**config.mk**
```make
export PLATFORM = sky130hd
export DESIGN_NAME = dual_alarm_setter_and_matcher_flat
export DESIGN_NICKNAME = d
export VERILOG_FILES = /design/src/sv/das_pkg.sv /design/src/sv/das_channels_if.sv /design/src/sv/das_in_stage.sv /design/src/sv/das_core.sv /design/src/sv/dual_alarm_setter_and_matcher.sv /design/src/flat_wrapper.sv
export VERILOG_INCLUDE_DIRS = /design/src /design/src/sv
export SDC_FILE = /design/constraint.sdc
export NUM_CORES = 1
export LEC_CHECK = 0
export ABC_AREA = 1
export BUFFER_PORTS_ARGS = -buffer_cell sky130_fd_sc_hd__buf_2
export CORE_ASPECT_RATIO = 0.9
export CORE_MARGIN = 2
export CORE_UTILIZATION = 35
export DETAILED_ROUTE_END_ITERATION = 10
export GPL_TIMING_DRIVEN = 0
export PLACE_DENSITY_LB_ADDON = 0.3
export SLEW_MARGIN = 20
export SYNTH_ARGS = -nofsm -noshare
export SYNTH_HDL_FRONTEND = slang
export SYNTH_SLANG_ARGS = --single-unit
```
**constraint.sdc**
```tcl
create_clock -name clk -period 10.9 [get_ports clk]
set_clock_uncertainty 0.2 [all_clocks]
set_input_delay 2.18 -clock clk [delete_from_list [all_inputs] [get_ports clk]]
set_output_delay 2.18 -clock clk [all_outputs]
set_load 0.05 [all_outputs]
```
**src/sv/assert_macros.svh**
```systemverilog
// Assertion macros shared by the alarm controller RTL.
`ifndef ASSERT_MACROS_SVH
`define ASSERT_MACROS_SVH

`ifndef NO_ASSERTIONS

// Check a condition at every rising clock edge outside reset.
`define ASSERT_ALWAYS(lbl, clk, rst_n, expr, msg) \
  lbl: assert property (@(posedge clk) disable iff (!rst_n) (expr)) else $error(msg);

// Check that a condition implies another in the same cycle.
`define ASSERT_IMPLY(lbl, clk, rst_n, ante, cons, msg) \
  lbl: assert property (@(posedge clk) disable iff (!rst_n) (ante) |-> (cons)) else $error(msg);

// Check that a condition implies another in the following cycle.
`define ASSERT_NEXT(lbl, clk, rst_n, ante, cons, msg) \
  lbl: assert property (@(posedge clk) disable iff (!rst_n) (ante) |=> (cons)) else $error(msg);

`else

`define ASSERT_ALWAYS(lbl, clk, rst_n, expr, msg)
`define ASSERT_IMPLY(lbl, clk, rst_n, ante, cons, msg)
`define ASSERT_NEXT(lbl, clk, rst_n, ante, cons, msg)

`endif

`endif

```
**src/sv/das_pkg.sv**
```systemverilog
// Types and constants of the dual alarm setter and matcher.
package das_pkg;

  typedef logic [1:0] mode_t;
  typedef logic [4:0] hour_t;
  typedef logic [5:0] minute_t;

  localparam mode_t MODE_RUN    = 2'd0;
  localparam mode_t MODE_EDIT_A = 2'd1;
  localparam mode_t MODE_EDIT_B = 2'd2;

  localparam hour_t   HOUR_MAX   = 5'd23;
  localparam minute_t MINUTE_MAX = 6'd59;

  localparam hour_t   ALARM_A_HOUR_RST   = 5'd12;
  localparam minute_t ALARM_A_MINUTE_RST = 6'd0;
  localparam hour_t   ALARM_B_HOUR_RST   = 5'd12;
  localparam minute_t ALARM_B_MINUTE_RST = 6'd30;

  typedef struct packed {
    hour_t   now_hour;
    minute_t now_minute;
    minute_t now_second;
    logic    set_button;
    logic    next_button;
    logic    up_button;
    logic    down_button;
  } das_in_t;

  typedef struct packed {
    mode_t   mode_now;
    logic    editing_minute;
    hour_t   alarm_a_hour_out;
    minute_t alarm_a_minute_out;
    hour_t   alarm_b_hour_out;
    minute_t alarm_b_minute_out;
    logic    alarm_hit;
  } das_out_t;

endpackage

```
**src/sv/das_channels_if.sv**
```systemverilog
// Valid/ready channel interfaces for poll items and results.
interface das_in_if;
  import das_pkg::*;

  logic    valid;
  logic    ready;
  das_in_t data;

  modport source (output valid, output data, input ready);
  modport sink (input valid, input data, output ready);
endinterface

interface das_out_if;
  import das_pkg::*;

  logic     valid;
  logic     ready;
  das_out_t data;

  modport source (output valid, output data, input ready);
  modport sink (input valid, input data, output ready);
endinterface

```
**src/sv/das_in_stage.sv**
```systemverilog
// Input register stage: captures one poll item per transfer.
module das_in_stage (
  input  logic      clk,
  input  logic      rst_n,
  das_in_if.sink    in_ch,
  das_in_if.source  s1_ch
);
  import das_pkg::*;

  logic    valid_r;
  logic    valid_nxt;
  das_in_t data_r;
  logic    take;

  // Take a new item whenever the register is empty or drains this cycle
  assign in_ch.ready = !valid_r || s1_ch.ready;
  assign take        = in_ch.valid && in_ch.ready;

  always_comb begin
    valid_nxt = valid_r;
    if (take) begin
      valid_nxt = 1'b1;
    end else if (s1_ch.ready) begin
      valid_nxt = 1'b0;
    end
  end

  always_ff @(posedge clk) begin
    if (!rst_n) begin
      valid_r <= 1'b0;
    end else begin
      valid_r <= valid_nxt;
    end
  end

  // Hold the payload until the next transfer
  always_ff @(posedge clk) begin
    if (take) begin
      data_r <= in_ch.data;
    end
  end

  assign s1_ch.valid = valid_r;
  assign s1_ch.data  = data_r;

endmodule

```
**src/sv/das_core.sv**
```systemverilog
// Alarm state, button edge logic, match test and result register.
`include "assert_macros.svh"

module das_core (
  input  logic      clk,
  input  logic      rst_n,
  das_in_if.sink    s1_ch,
  das_out_if.source out_ch
);
  import das_pkg::*;

  // State registers
  mode_t    mode_r, mode_nxt;
  logic     edit_minute_r, edit_minute_nxt;
  hour_t    a_hour_r, a_hour_nxt;
  minute_t  a_minute_r, a_minute_nxt;
  hour_t    b_hour_r, b_hour_nxt;
  minute_t  b_minute_r, b_minute_nxt;
  logic     set_last_r, next_last_r, up_last_r, down_last_r;
  logic     up_last_nxt, down_last_nxt;

  // Result register
  logic     out_valid_r, out_valid_nxt;
  das_out_t out_data_r, out_data_nxt;

  logic     fire;
  logic     set_edge, next_edge, up_edge, down_edge;
  logic     editing;
  mode_t    mode_step;
  logic     edit_step;
  hour_t    sel_hour, hour_up, hour_dn;
  minute_t  sel_minute, minute_up, minute_dn;
  logic     hit;

  assign s1_ch.ready = !out_valid_r || out_ch.ready;
  assign fire        = s1_ch.valid && s1_ch.ready;

  // Detect new presses against stored levels
  assign set_edge  = s1_ch.data.set_button && !set_last_r;
  assign next_edge = s1_ch.data.next_button && !next_last_r;

  // Step the mode and field select
  always_comb begin
    mode_step = mode_r;
    edit_step = edit_minute_r;
    if (set_edge) begin
      mode_step = (mode_r >= MODE_EDIT_B) ? MODE_RUN : mode_r + 2'd1;
      edit_step = 1'b0;
    end
    if (next_edge && (mode_step != MODE_RUN)) begin
      edit_step = !edit_step;
    end
  end

  assign editing   = (mode_step == MODE_EDIT_A) || (mode_step == MODE_EDIT_B);
  assign up_edge   = editing && s1_ch.data.up_button && !up_last_r;
  assign down_edge = editing && s1_ch.data.down_button && !down_last_r;

  // Freeze the up and down trackers outside edit modes
  assign up_last_nxt   = editing ? s1_ch.data.up_button : up_last_r;
  assign down_last_nxt = editing ? s1_ch.data.down_button : down_last_r;

  // Adjust the selected field: increment, then decrement, with wrap
  assign sel_hour   = (mode_step == MODE_EDIT_A) ? a_hour_r : b_hour_r;
  assign sel_minute = (mode_step == MODE_EDIT_A) ? a_minute_r : b_minute_r;

  always_comb begin
    hour_up   = sel_hour;
    minute_up = sel_minute;
    if (up_edge && !edit_step) begin
      hour_up = (sel_hour >= HOUR_MAX) ? '0 : sel_hour + 5'd1;
    end
    if (up_edge && edit_step) begin
      minute_up = (sel_minute >= MINUTE_MAX) ? '0 : sel_minute + 6'd1;
    end
    hour_dn   = hour_up;
    minute_dn = minute_up;
    if (down_edge && !edit_step) begin
      hour_dn = (hour_up == '0) ? HOUR_MAX : hour_up - 5'd1;
    end
    if (down_edge && edit_step) begin
      minute_dn = (minute_up == '0) ? MINUTE_MAX : minute_up - 6'd1;
    end
  end

  // Write back into the alarm being edited
  always_comb begin
    a_hour_nxt   = a_hour_r;
    a_minute_nxt = a_minute_r;
    b_hour_nxt   = b_hour_r;
    b_minute_nxt = b_minute_r;
    if (mode_step == MODE_EDIT_A) begin
      a_hour_nxt   = hour_dn;
      a_minute_nxt = minute_dn;
    end
    if (mode_step == MODE_EDIT_B) begin
      b_hour_nxt   = hour_dn;
      b_minute_nxt = minute_dn;
    end
  end

  assign mode_nxt        = mode_step;
  assign edit_minute_nxt = edit_step;

  // Match time against both alarms at second zero in normal mode
  assign hit = (mode_step == MODE_RUN) && (s1_ch.data.now_second == '0) &&
               (((s1_ch.data.now_hour == a_hour_nxt) &&
                 (s1_ch.data.now_minute == a_minute_nxt)) ||
                ((s1_ch.data.now_hour == b_hour_nxt) &&
                 (s1_ch.data.now_minute == b_minute_nxt)));

  always_comb begin
    out_data_nxt.mode_now           = mode_nxt;
    out_data_nxt.editing_minute     = edit_minute_nxt;
    out_data_nxt.alarm_a_hour_out   = a_hour_nxt;
    out_data_nxt.alarm_a_minute_out = a_minute_nxt;
    out_data_nxt.alarm_b_hour_out   = b_hour_nxt;
    out_data_nxt.alarm_b_minute_out = b_minute_nxt;
    out_data_nxt.alarm_hit          = hit;
  end

  always_comb begin
    out_valid_nxt = out_valid_r;
    if (fire) begin
      out_valid_nxt = 1'b1;
    end else if (out_ch.ready) begin
      out_valid_nxt = 1'b0;
    end
  end

  // Advance state on each transfer
  always_ff @(posedge clk) begin
    if (!rst_n) begin
      mode_r        <= MODE_RUN;
      edit_minute_r <= 1'b0;
      a_hour_r      <= ALARM_A_HOUR_RST;
      a_minute_r    <= ALARM_A_MINUTE_RST;
      b_hour_r      <= ALARM_B_HOUR_RST;
      b_minute_r    <= ALARM_B_MINUTE_RST;
      set_last_r    <= 1'b0;
      next_last_r   <= 1'b0;
      up_last_r     <= 1'b0;
      down_last_r   <= 1'b0;
      out_valid_r   <= 1'b0;
    end else begin
      out_valid_r <= out_valid_nxt;
      if (fire) begin
        mode_r        <= mode_nxt;
        edit_minute_r <= edit_minute_nxt;
        a_hour_r      <= a_hour_nxt;
        a_minute_r    <= a_minute_nxt;
        b_hour_r      <= b_hour_nxt;
        b_minute_r    <= b_minute_nxt;
        set_last_r    <= s1_ch.data.set_button;
        next_last_r   <= s1_ch.data.next_button;
        up_last_r     <= up_last_nxt;
        down_last_r   <= down_last_nxt;
      end
    end
  end

  // Hold the result until it is taken
  always_ff @(posedge clk) begin
    if (fire) begin
      out_data_r <= out_data_nxt;
    end
  end

  assign out_ch.valid = out_valid_r;
  assign out_ch.data  = out_data_r;

  `ASSERT_ALWAYS(a_alarms_in_range, clk, rst_n,
    (a_hour_r <= HOUR_MAX) && (b_hour_r <= HOUR_MAX) &&
    (a_minute_r <= MINUTE_MAX) && (b_minute_r <= MINUTE_MAX),
    "alarm value out of range")
  `ASSERT_IMPLY(a_normal_hour_field, clk, rst_n, mode_r == MODE_RUN, !edit_minute_r,
    "minute field selected in normal mode")
  `ASSERT_IMPLY(a_hit_only_normal, clk, rst_n, out_valid_r && out_data_r.alarm_hit,
    out_data_r.mode_now == MODE_RUN, "alarm hit flagged while editing")
  `ASSERT_NEXT(a_hold_when_idle, clk, rst_n, !fire,
    $stable(mode_r) && $stable(a_hour_r) && $stable(b_minute_r) && $stable(set_last_r),
    "state changed without a transfer")
  `ASSERT_NEXT(a_normal_keeps_alarms, clk, rst_n,
    fire && (mode_r == MODE_RUN) && !set_edge,
    $stable(a_hour_r) && $stable(a_minute_r) && $stable(b_hour_r) && $stable(b_minute_r),
    "alarm changed in normal mode")

endmodule

```
**src/sv/dual_alarm_setter_and_matcher.sv**
```systemverilog
// Top level of the dual alarm setter and matcher.
// Path: a poll item passes the input register, then the result register in das_core.
// Throughput: one poll item per cycle while out_ch.ready holds; the input register
// and the result register each accept a new item in the cycle they drain.
// Reset: synchronous active-low rst_n clears both valid flags, selects normal
// mode and hour field, loads alarms to 12:00 and 12:30, clears button levels.
module dual_alarm_setter_and_matcher (
  input  logic      clk,
  input  logic      rst_n,
  das_in_if.sink    in_ch,
  das_out_if.source out_ch
);
  import das_pkg::*;

  das_in_if s1_ch ();

  das_in_stage u_in_stage (
    .clk   (clk),
    .rst_n (rst_n),
    .in_ch (in_ch),
    .s1_ch (s1_ch)
  );

  das_core u_core (
    .clk    (clk),
    .rst_n  (rst_n),
    .s1_ch  (s1_ch),
    .out_ch (out_ch)
  );

endmodule

```
**src/flat_wrapper.sv**
```systemverilog
// flat-port wrapper written by rule: the top's interface ports become plain ports
module dual_alarm_setter_and_matcher_flat import das_pkg::*;
  (clk, rst_n, in_ch_valid, in_ch_data, in_ch_ready, out_ch_valid, out_ch_data, out_ch_ready);
  das_in_if in_ch_i ();
  das_out_if out_ch_i ();
  input  logic clk;
  input  logic rst_n;
  input wire logic [$bits(in_ch_i.valid)-1:0] in_ch_valid;
  input wire logic [$bits(in_ch_i.data)-1:0] in_ch_data;
  output wire logic [$bits(in_ch_i.ready)-1:0] in_ch_ready;
  output wire logic [$bits(out_ch_i.valid)-1:0] out_ch_valid;
  output wire logic [$bits(out_ch_i.data)-1:0] out_ch_data;
  input wire logic [$bits(out_ch_i.ready)-1:0] out_ch_ready;
  assign in_ch_i.valid = in_ch_valid;
  assign in_ch_i.data = in_ch_data;
  assign in_ch_ready = in_ch_i.ready;
  assign out_ch_valid = out_ch_i.valid;
  assign out_ch_data = out_ch_i.data;
  assign out_ch_i.ready = out_ch_ready;
  dual_alarm_setter_and_matcher u_core (.clk(clk), .rst_n(rst_n), .in_ch(in_ch_i), .out_ch(out_ch_i));
endmodule
```
; Word level (Yosys, flattened, before mapping)
; Index checks and enable logic that the tools add are counted.
[classes]
addsub = 5
n_lt_le_gt_ge = 3
n_eq_ne = 6
n_mux = 22
n_reduce_logical = 37
[ops]
columns = cell, count
row1 = $mux 6, 7
row2 = $mux 5, 7
row3 = $logic_and 1x1->1, 17
row4 = $eq 6x6->1, 2
row5 = $logic_not 6->1, 2
row6 = $eq 5x5->1, 2
row7 = $logic_not 1->1, 8
row8 = $add 6x1->6 const B, 1
row9 = $ge 6x6->1 const B, 1
row10 = $mux 1, 6
row11 = $reduce_bool 2->1, 3
row12 = $sub 6x1->6 const B, 1
row13 = $add 5x1->5 const B, 1
row14 = $ge 5x5->1 const B, 1
row15 = $logic_not 5->1, 1
row16 = $sub 5x1->5 const B, 1
row17 = $logic_or 1x1->1, 4
row18 = $mux 2, 2
row19 = $add 2x1->2 const B, 1
row20 = $eq 2x1->1 const B, 1
row21 = $eq 2x2->1 const B, 1
row22 = $ge 2x2->1 const B, 1
row23 = $logic_not 2->1, 1
row24 = $reduce_and 2->1, 1
[word_totals]
register_bits = 78
input_bits = 25
wordCells = 99

; Depth between registers and ports, before layout
; Gate-level depths: netlist of run 1.
[logic_depth]
word_depth = 17
ltp_mapped = 33
ltp_nobuf = 32

; By module
; Synthesis of run 1 repeated with hierarchy kept, for this count alone.
[unflattened]
hier_cells = 613
hier_area_um2 = 4475.5
[by_module_without_submodules]
columns = mod, n_inst, cells_each, area_per_inst_um2, seq_area_each_um2
row1 = das_core, 1, 585, 3793.6, 1381.3
row2 = das_in_stage, 1, 28, 681.9, 650.6

; Worst setup path before layout of run 1
; OpenSTA, ideal clock, no wires.
[synth_path]
path_kind = input -> output
startpoint = input port out_ch_ready
endpoint = output port in_ch_ready
arrival_time_ns = 2.640
required_time_ns = 8.520
slack_ns = 5.880
path_stages = 2
path_cell_list = inv_1 > nand3_1
[synth_between]
elab_chain_cells = 2
[synth_lines]
columns = element, line_no
row1 = start: declaration, flat_wrapper.sv:13  ; input wire logic [$bits(out_ch_i.ready)-1:0] out_ch_ready;
row2 = $logic_or 1x1->1, das_core.sv:35  ; assign s1_ch.ready = !out_valid_r || out_ch.ready;
row3 = $logic_or 1x1->1, das_in_stage.sv:16  ; assign in_ch.ready = !valid_r || s1_ch.ready;
row4 = end: declaration, flat_wrapper.sv:10  ; output wire logic [$bits(in_ch_i.ready)-1:0] in_ch_ready;
; Every way passes these cells.

; Final worst setup path of run 1
; Ends and elaborated chain as after synthesis.

==> reports/qor.yml, run 1 <==
sta:
  worst_pin_slew_ns: 0.954
  clock.fmax_mhz: 198
  layout_min_cycle_time_ns: 5.05
  rsz0062_at_grt: "false"
  slew-limit-headroom: 0.363
  slew_viol_final: 0
  totalNegativeSetupSlack_ns: 0
  hold_viol: 0
  finalCritPeriodShare: 0.463
  setup_viol: 0
yosys:
  synth_flop_cell: "edfxtp_1"
  yosys-top-cells-area: "edfxtp_1, nand2_1, dfxtp_1"
  ys_seq_elements: 78
  synth_area_sq_um: 4540
  syn_area_per_cell_sq_um: 7.38
  synth_top_area_cell: "edfxtp_1"
  yosysWarnings: 0
  synthDistinctLibCells: 33
  async_flop_share: 0
  synthesis.nets: 650
  synth_top_area_frac: 0.311
  synth_edf_count: 47
  netlist_instances: 616
  ys_seq_area_frac: 0.447
route:
  wirelength_mm: 12.7
  dr_total_vias: 4270
  ant_nets: 0
  vias_per_cell: 5.03
  wl_per_cell_microns: 15.0
  drc: 0
  first_iter_violations: 348
  firstDrtPassIters: 5
finish:
  nets: 714
  nFillCells: 1307
  post-route-util: 0.420
  antennaDiodeCount: 0
  drive_gt1_frac: 0.165
  syn_to_final_growth_pct: 17.3
status:
  status: "finished, final reports clean"
clock_tree:
  cts_tree: "yes"
  cts_setup_buffers: 0
  htree_levels: 3
  cts_buffers: 9
  path_clk_slew_ns: 0.06
  cts.path.max_buffers: 2
  clkSinkCount: 78
  cts-root-buf: "clkbuf_16"
  cts_resized: 0
  worstSkewPairLatency_ns: 0.35
  cts_hold_buf: 0
critical_path:
  arrival_ns: 2.67
  end_kind: "primary output"
  r2r_cells: 31
  slowest_stage: "buf_2"
  crit_fanout: 3
  crit-reg2reg-launch: "u_core.u_in_stage.s1_ch.data[3]"
  r2r_slack_ns: 6.41
  path_cells: "buf_2 -> inv_1 -> nand3_1 -> buf_2"
  path_class: "in2out"
  reg2reg_to: "u_core.u_core.out_ch.data[0]"
  cp.required_ns: 8.52
  crit_path_start_kind: "input pin"
  max_stage_delay_ns: 0.28
  critPathMostFrequentCell: "buf_2"
placed_design:
  port_buffers: 52
  gp_congestion: 0.949
  dpl.hpwl_mm: 9.35
global_routing:
  grt_overflow: 0
  grt_usage: 0.194
  antenna_found_initial: 0
  grt_max_degree: 22
  grt_pass1_vias: 3999
  grt_pass1_wl_mm: 20.5
flow_run:
  maxCapViolations: 0
worst_hold_path:
  min_from: "u_core.u_core.set_last_r"
  hold_path_depth: 2
  hold_end: "u_core.u_core.set_last_r"
  min_path_type: "reg2reg"
die:
  core_area_sq_um: 12700
  ios: 53
  die_area_sq_um: 13900
  die_w_microns: 124
  rows: 39
  chipHeight_microns: 112
  initial_core_util: 0.358
pwr:
  power_density_nw_per_um2: 169
  max-vdd-ir-drop_mv: 0.0961
  leakagePower_nw: 2.58
-- worst max-delay path by stage --
stage | from | end | slack, ns | cells after the start
5_1_grt | out_ch_ready | in_ch_ready | 5.82 | 4
2_1_floorplan | out_ch_ready | in_ch_ready | 5.88 | 2
3_5_place_dp | out_ch_ready | in_ch_ready | 5.85 | 4
3_3_place_gp | out_ch_ready | in_ch_ready | 5.85 | 4
6_report | out_ch_ready | in_ch_ready | 5.85 | 4
4_1_cts | out_ch_ready | in_ch_ready | 5.85 | 4
-- layer usage --
layer / GRT usage / wire (microns) / vias up
li1: - / - / 2129
met1: 0.269 / 5870 / 1962
met2: 0.303 / 5820 / 153
met3: 0.0300 / 749 / 26
met4: 0.0757 / 283 / 0
met5: 0 / 0 / -
-- logic make-up (layout without fill, tap and decap cells) --
kind of cell,Yosys count,after routing,share of synthesized area
xor gates and xnor gates,4,4,0.00771
AOI/OAI and AO/OA,63,63,0.0752
adders and majority gates,9,9,0.0248
DFF,78,78,0.447
buffers and inverters,97,166,0.0881
and+or+nand+nor,365,365,0.357
-- Yosys cell counts, drive strengths merged (2+ instances only) --
| library cell | instances |
|---|---|
| edfxtp | 47 |
| o21ai | 28 |
| ha | 9 |
| nor2 | 40 |
| buf | 7 |
| nor3 | 3 |
| clkinv | 4 |
| o21bai | 2 |
| nand2 | 233 |
| nand3 | 74 |
| or2 | 3 |
| o211ai | 4 |
| xor2 | 3 |
| clkbuf | 9 |
| a21oi | 27 |
| inv | 77 |
| dfxtp | 31 |
| nand4 | 11 |
-- cell type report --
cell class	instances	area (sq um)	area share
Multi-Input combinational cell	441	2110	0.396
Sequential cell	78	2030	0.381
Inverter	81	304	0.0571
Buffer	16	97.6	0.0183
Clock buffer	16	292	0.0547
Tap cell	164	205	0.0385
Timing Repair Buffer	53	288	0.0540
-- layout by cell type, fill, tap and decap left out --
| cell type | n |
|---|---|
| clkbuf_1 | 11 |
| o21ai_0 | 25 |
| or2_2 | 3 |
| inv_1 | 75 |
| clkbuf_8 | 4 |
| nand2_2 | 18 |
| nor4_1 | 1 |
| clkbuf_2 | 1 |
| clkinv_1 | 4 |
| a31oi_1 | 1 |
| xnor2_1 | 1 |
| edfxtp_1 | 47 |
| xor2_1 | 3 |
| nor2_1 | 33 |
| dfxtp_1 | 31 |
| nand2_4 | 2 |
| buf_2 | 54 |
| a21oi_2 | 1 |
| nor2_4 | 3 |
| buf_16 | 1 |
| clkbuf_16 | 9 |
| inv_2 | 2 |
| nor2_2 | 4 |
| buf_6 | 4 |
| nand3_1 | 69 |
| nand3_2 | 5 |
| nand4_1 | 11 |
| buf_4 | 1 |
| nor3_1 | 3 |
| a211oi_1 | 1 |
| o21ai_1 | 2 |
| o211ai_1 | 4 |
| o21ai_2 | 1 |
| a21oi_1 | 26 |
| nand2_1 | 213 |
| ha_1 | 9 |
| o21bai_1 | 2 |
-- state kept, by name, summed over array words and instances, names as in the netlist --
| name | flops |
|---|---|
| u_core.u_core.a_hour_r | 5 |
| u_core.u_in_stage.s1_ch.valid | 1 |
| u_core.u_core.up_last_r | 1 |
| u_core.u_in_stage.s1_ch.data | 21 |
| u_core.u_core.b_minute_r | 6 |
| u_core.u_core.out_ch.valid | 1 |
| u_core.u_core.set_last_r | 1 |
| u_core.u_core.b_hour_r | 5 |
| u_core.u_core.out_ch.data | 26 |
| u_core.u_core.a_minute_r | 6 |
| u_core.u_core.down_last_r | 1 |
| u_core.u_core.next_last_r | 1 |
| u_core.u_core.edit_minute_r | 1 |
| u_core.u_core.mode_r | 2 |
-- report_power, final --
part	leakage, nW	total (mW)	internal (mW)	switching [mW]
logic	1.73	0.256	0.0728	0.184
clock network	0.143	0.293	0.179	0.114
registers	0.706	0.349	0.338	0.0105
total	2.58	0.899	0.591	0.308
-- per-stage QoR --
step	area (sq um)	hold slack (ns)	std cells	total power [mW]	worst slack, ns
floorplan	4540	0.234	616	0.541	5.88
global placement	5010	0.245	832	0.602	5.85
detailed placement	5040	0.246	833	0.608	5.85
CTS	5330	0.255	849	0.901	5.85
global route	5330	0.288	849	0.948	5.82
finish	5330	0.262	849	0.899	5.85
-- worst max-delay path, delay by kind of cell --
kind / cells / cell delay, ns
buffers and inverters: 3 / 0.40
and+or+nand+nor: 1 / 0.10
No activity file was read; power rests on OpenSTA's default activity.
==> run 2: changes to the inputs <==
--- a/config.mk
+++ b/config.mk
@@ -6,7 +6,7 @@
 export SDC_FILE = /design/constraint.sdc
 export NUM_CORES = 1
 export LEC_CHECK = 0
-export ABC_AREA = 1
+export ABC_AREA = 0
 export BUFFER_PORTS_ARGS = -buffer_cell sky130_fd_sc_hd__buf_2
 export CORE_ASPECT_RATIO = 0.9
 export CORE_MARGIN = 2
==> constraint.sdc (replaced) <==
create_clock -name clk -period 4.22 [get_ports clk]
set_clock_uncertainty 0.2 [all_clocks]
set_input_delay 0.844 -clock clk [delete_from_list [all_inputs] [get_ports clk]]
set_output_delay 0.844 -clock clk [all_outputs]
set_load 0.05 [all_outputs]
==> reports/qor.yml, run 2 <==
critical_path:
  crit_fanout: 7
  arrival_ns: 5.04
  end_kind: "flop"
  cp.required_ns: 4.19
  crit_path_start_kind: "flop"
  path_class: "reg2reg"
placed_design:
  dpl.hpwl_mm: 11.2
  port_buffers: 52
  placedInstanceArea_sq_um: 5650
  gp_congestion: 0.952
  post-place-ws_ns: -1.32
  post-place-cells: 759
finish:
  post-route-util: 0.479
  nFillCells: 1358
  nets: 662
  final_cell_mix: "nand2_1, buf_2, edfxtp_1"
  antennaDiodeCount: 0
  post_layout_nonfiller_instances: 826
  final_common_cell: "nand2_1"
  largest_register_ffs: 26
  drive_gt1_frac: 0.371
  syn_to_final_growth_pct: 34.6
  post-route-cell-area_sq_um: 6680
sta:
  slew-limit-headroom: 0.311
  rsz0062_at_grt: "true"
  slew_viol_final: 0
  worst_pin_slew_ns: 1.03
  timing.hold.ws_ns: 0.289
  clock.fmax_mhz: 197
  layout_setup_ws_ns: -0.848
  totalNegativeSetupSlack_ns: -5.22
  layout_min_cycle_time_ns: 5.07
  hold_viol: 0
  setup_viol: 20
  finalCritPeriodShare: 1.20
clock_tree:
  cts-root-buf: "clkbuf_16"
  cts_buffers: 9
  clkSinkCount: 78
  cts_tree: "yes"
  cts.path.max_buffers: 2
  path_clk_slew_ns: 0.06
  cts_hold_buf: 0
  htree_levels: 3
  worstSkewPairLatency_ns: 0.35
pwr:
  leakagePower_nw: 2.49
  power_density_nw_per_um2: 354
  max-vdd-ir-drop_mv: 0.283
  power.total_mw: 2.36
route:
  wirelength_mm: 16.2
  drc: 0
  firstDrtPassIters: 5
  ant_nets: 0
  dr_total_vias: 4544
  first_iter_violations: 408
  vias_per_cell: 5.50
  wl_per_cell_microns: 19.6
global_routing:
  grt_max_degree: 23
  grtUsageMet1: 0.298
  grt_usage: 0.217
  grt_util_met3: 0.0464
  antenna_found_initial: 0
  grt_util_met2: 0.338
  grt_pass1_vias: 4289
  top_usage_layer: "met2"
  grt_overflow: 0
  grt_pass1_wl_mm: 24.6
yosys:
  syn_area_per_cell_sq_um: 9.67
  ys_seq_elements: 78
  synthesis.nets: 547
  synth_top_area_frac: 0.284
  synth_edf_count: 47
  async_flop_share: 0
  synthDistinctLibCells: 89
  synth_top_area_cell: "edfxtp_1"
  yosysWarnings: 0
  synth_common_cells: "nand2_1, edfxtp_1, nor2_1"
  synth_area_sq_um: 4960
  netlist_instances: 513
  yosys-top-cells-area: "edfxtp_1, dfxtp_1, nand2_1"
  ys_seq_area_frac: 0.410
  yosysMostFrequentCell: "nand2_1"
  synth_flop_cell: "edfxtp_1"
die:
  die_w_microns: 129
  initial_core_util: 0.356
  chipHeight_microns: 117
  die_area_sq_um: 15100
  ios: 53
  rows: 41
  core_area_sq_um: 14000
status:
  status: "finished with violations"
  failed_checks: "negative setup slack"
flow_run:
  maxCapViolations: 0
worst_hold_path:
  min_path_type: "reg2reg"
[run 2: cell types whose count changed in the layout (fill, tap and decap cells not counted), sizes merged, moves of 20 or more]
| cell | previous run | this run |
|---|---|---|
| buf | 60 | 113 |
| nand3 | 74 | 19 |
| nand2 | 233 | 72 |
| xnor2 | 1 | 21 |
| inv | 77 | 20 |
[run 2: metal layers]
metal | vias up | part of all wire
met2 | 160 | 0.46
met1 | 2204 | 0.46
li1 | 2150 | -
met4 | 0 | 0.022
met3 | 30 | 0.059
met5 | - | 0
[run 2: timing repair]
item,in CTS,in global routing
buffers inserted,28,23
endpoints found under the setup margin,43,28
gates resized for setup,35,43
pin swaps,15,16
[run 2: final cells by class]
class,count,area (sq um),area share
multi-input cells,386,3180,0.477
flip-flops and latches,78,2030,0.304
plain buffers,29,176,0.0264
well taps,193,241,0.0362
clock inverters,5,33.8,0.00506
repair buffers,104,693,0.104
clock buffers,11,243,0.0364
inverters,20,75.1,0.0112
[run 2: path summary, 6_finish.rpt]
| kind | startpoint | end | slack [ns] | depth (start not counted) |
|---|---|---|---|---|
| worst max-delay path | u_core.u_in_stage.s1_ch.data[3] | u_core.u_core.out_ch.data[0] | -0.85 | 22 |
| worst min-delay path | u_core.u_core.set_last_r | u_core.u_core.set_last_r | 0.29 | 2 |
| worst max register to register | u_core.u_in_stage.s1_ch.data[3] | u_core.u_core.out_ch.data[0] | -0.85 | 22 |
| worst min register to register | u_core.u_core.set_last_r | u_core.u_core.set_last_r | 0.29 | 2 |
[run 2: logic make-up after synthesis]
kind of cell	synth area share
adders and majority gates	0.0227
and+or+nand+nor	0.198
buffers and inverters	0.0446
muxes	0.0686
DFF	0.410
AOI/OAI and AO/OA	0.202
xor gates and xnor gates	0.0547
[run 2: worst max-delay path: stages, from the launching register on]
cell and delay, ns:
edfxtp_1 0.43, nand2b_4 0.14, nor3_2 0.05, a21oi_2 0.16, inv_2 0.08, ha_4 0.18
buf_12 0.12, buf_12 0.13, buf_12 0.12, mux2_4 0.31, ha_4 0.18, nor4_4 0.28
o21ai_1 0.10, mux2i_2 0.24, inv_2 0.10, ha_2 0.34, nand2_1 0.08, or4_4 0.46
a221o_1 0.33, a311o_1 0.31, nor4_4 0.25, o2111ai_2 0.18, o32ai_4 0.13
[run 2: power by group]
| group | switching [mW] | internal (mW) |
|---|---|---|
| clock network | 0.310 | 0.414 |
| logic | 0.439 | 0.304 |
| registers | 0.0351 | 0.858 |
| total | 0.785 | 1.58 |
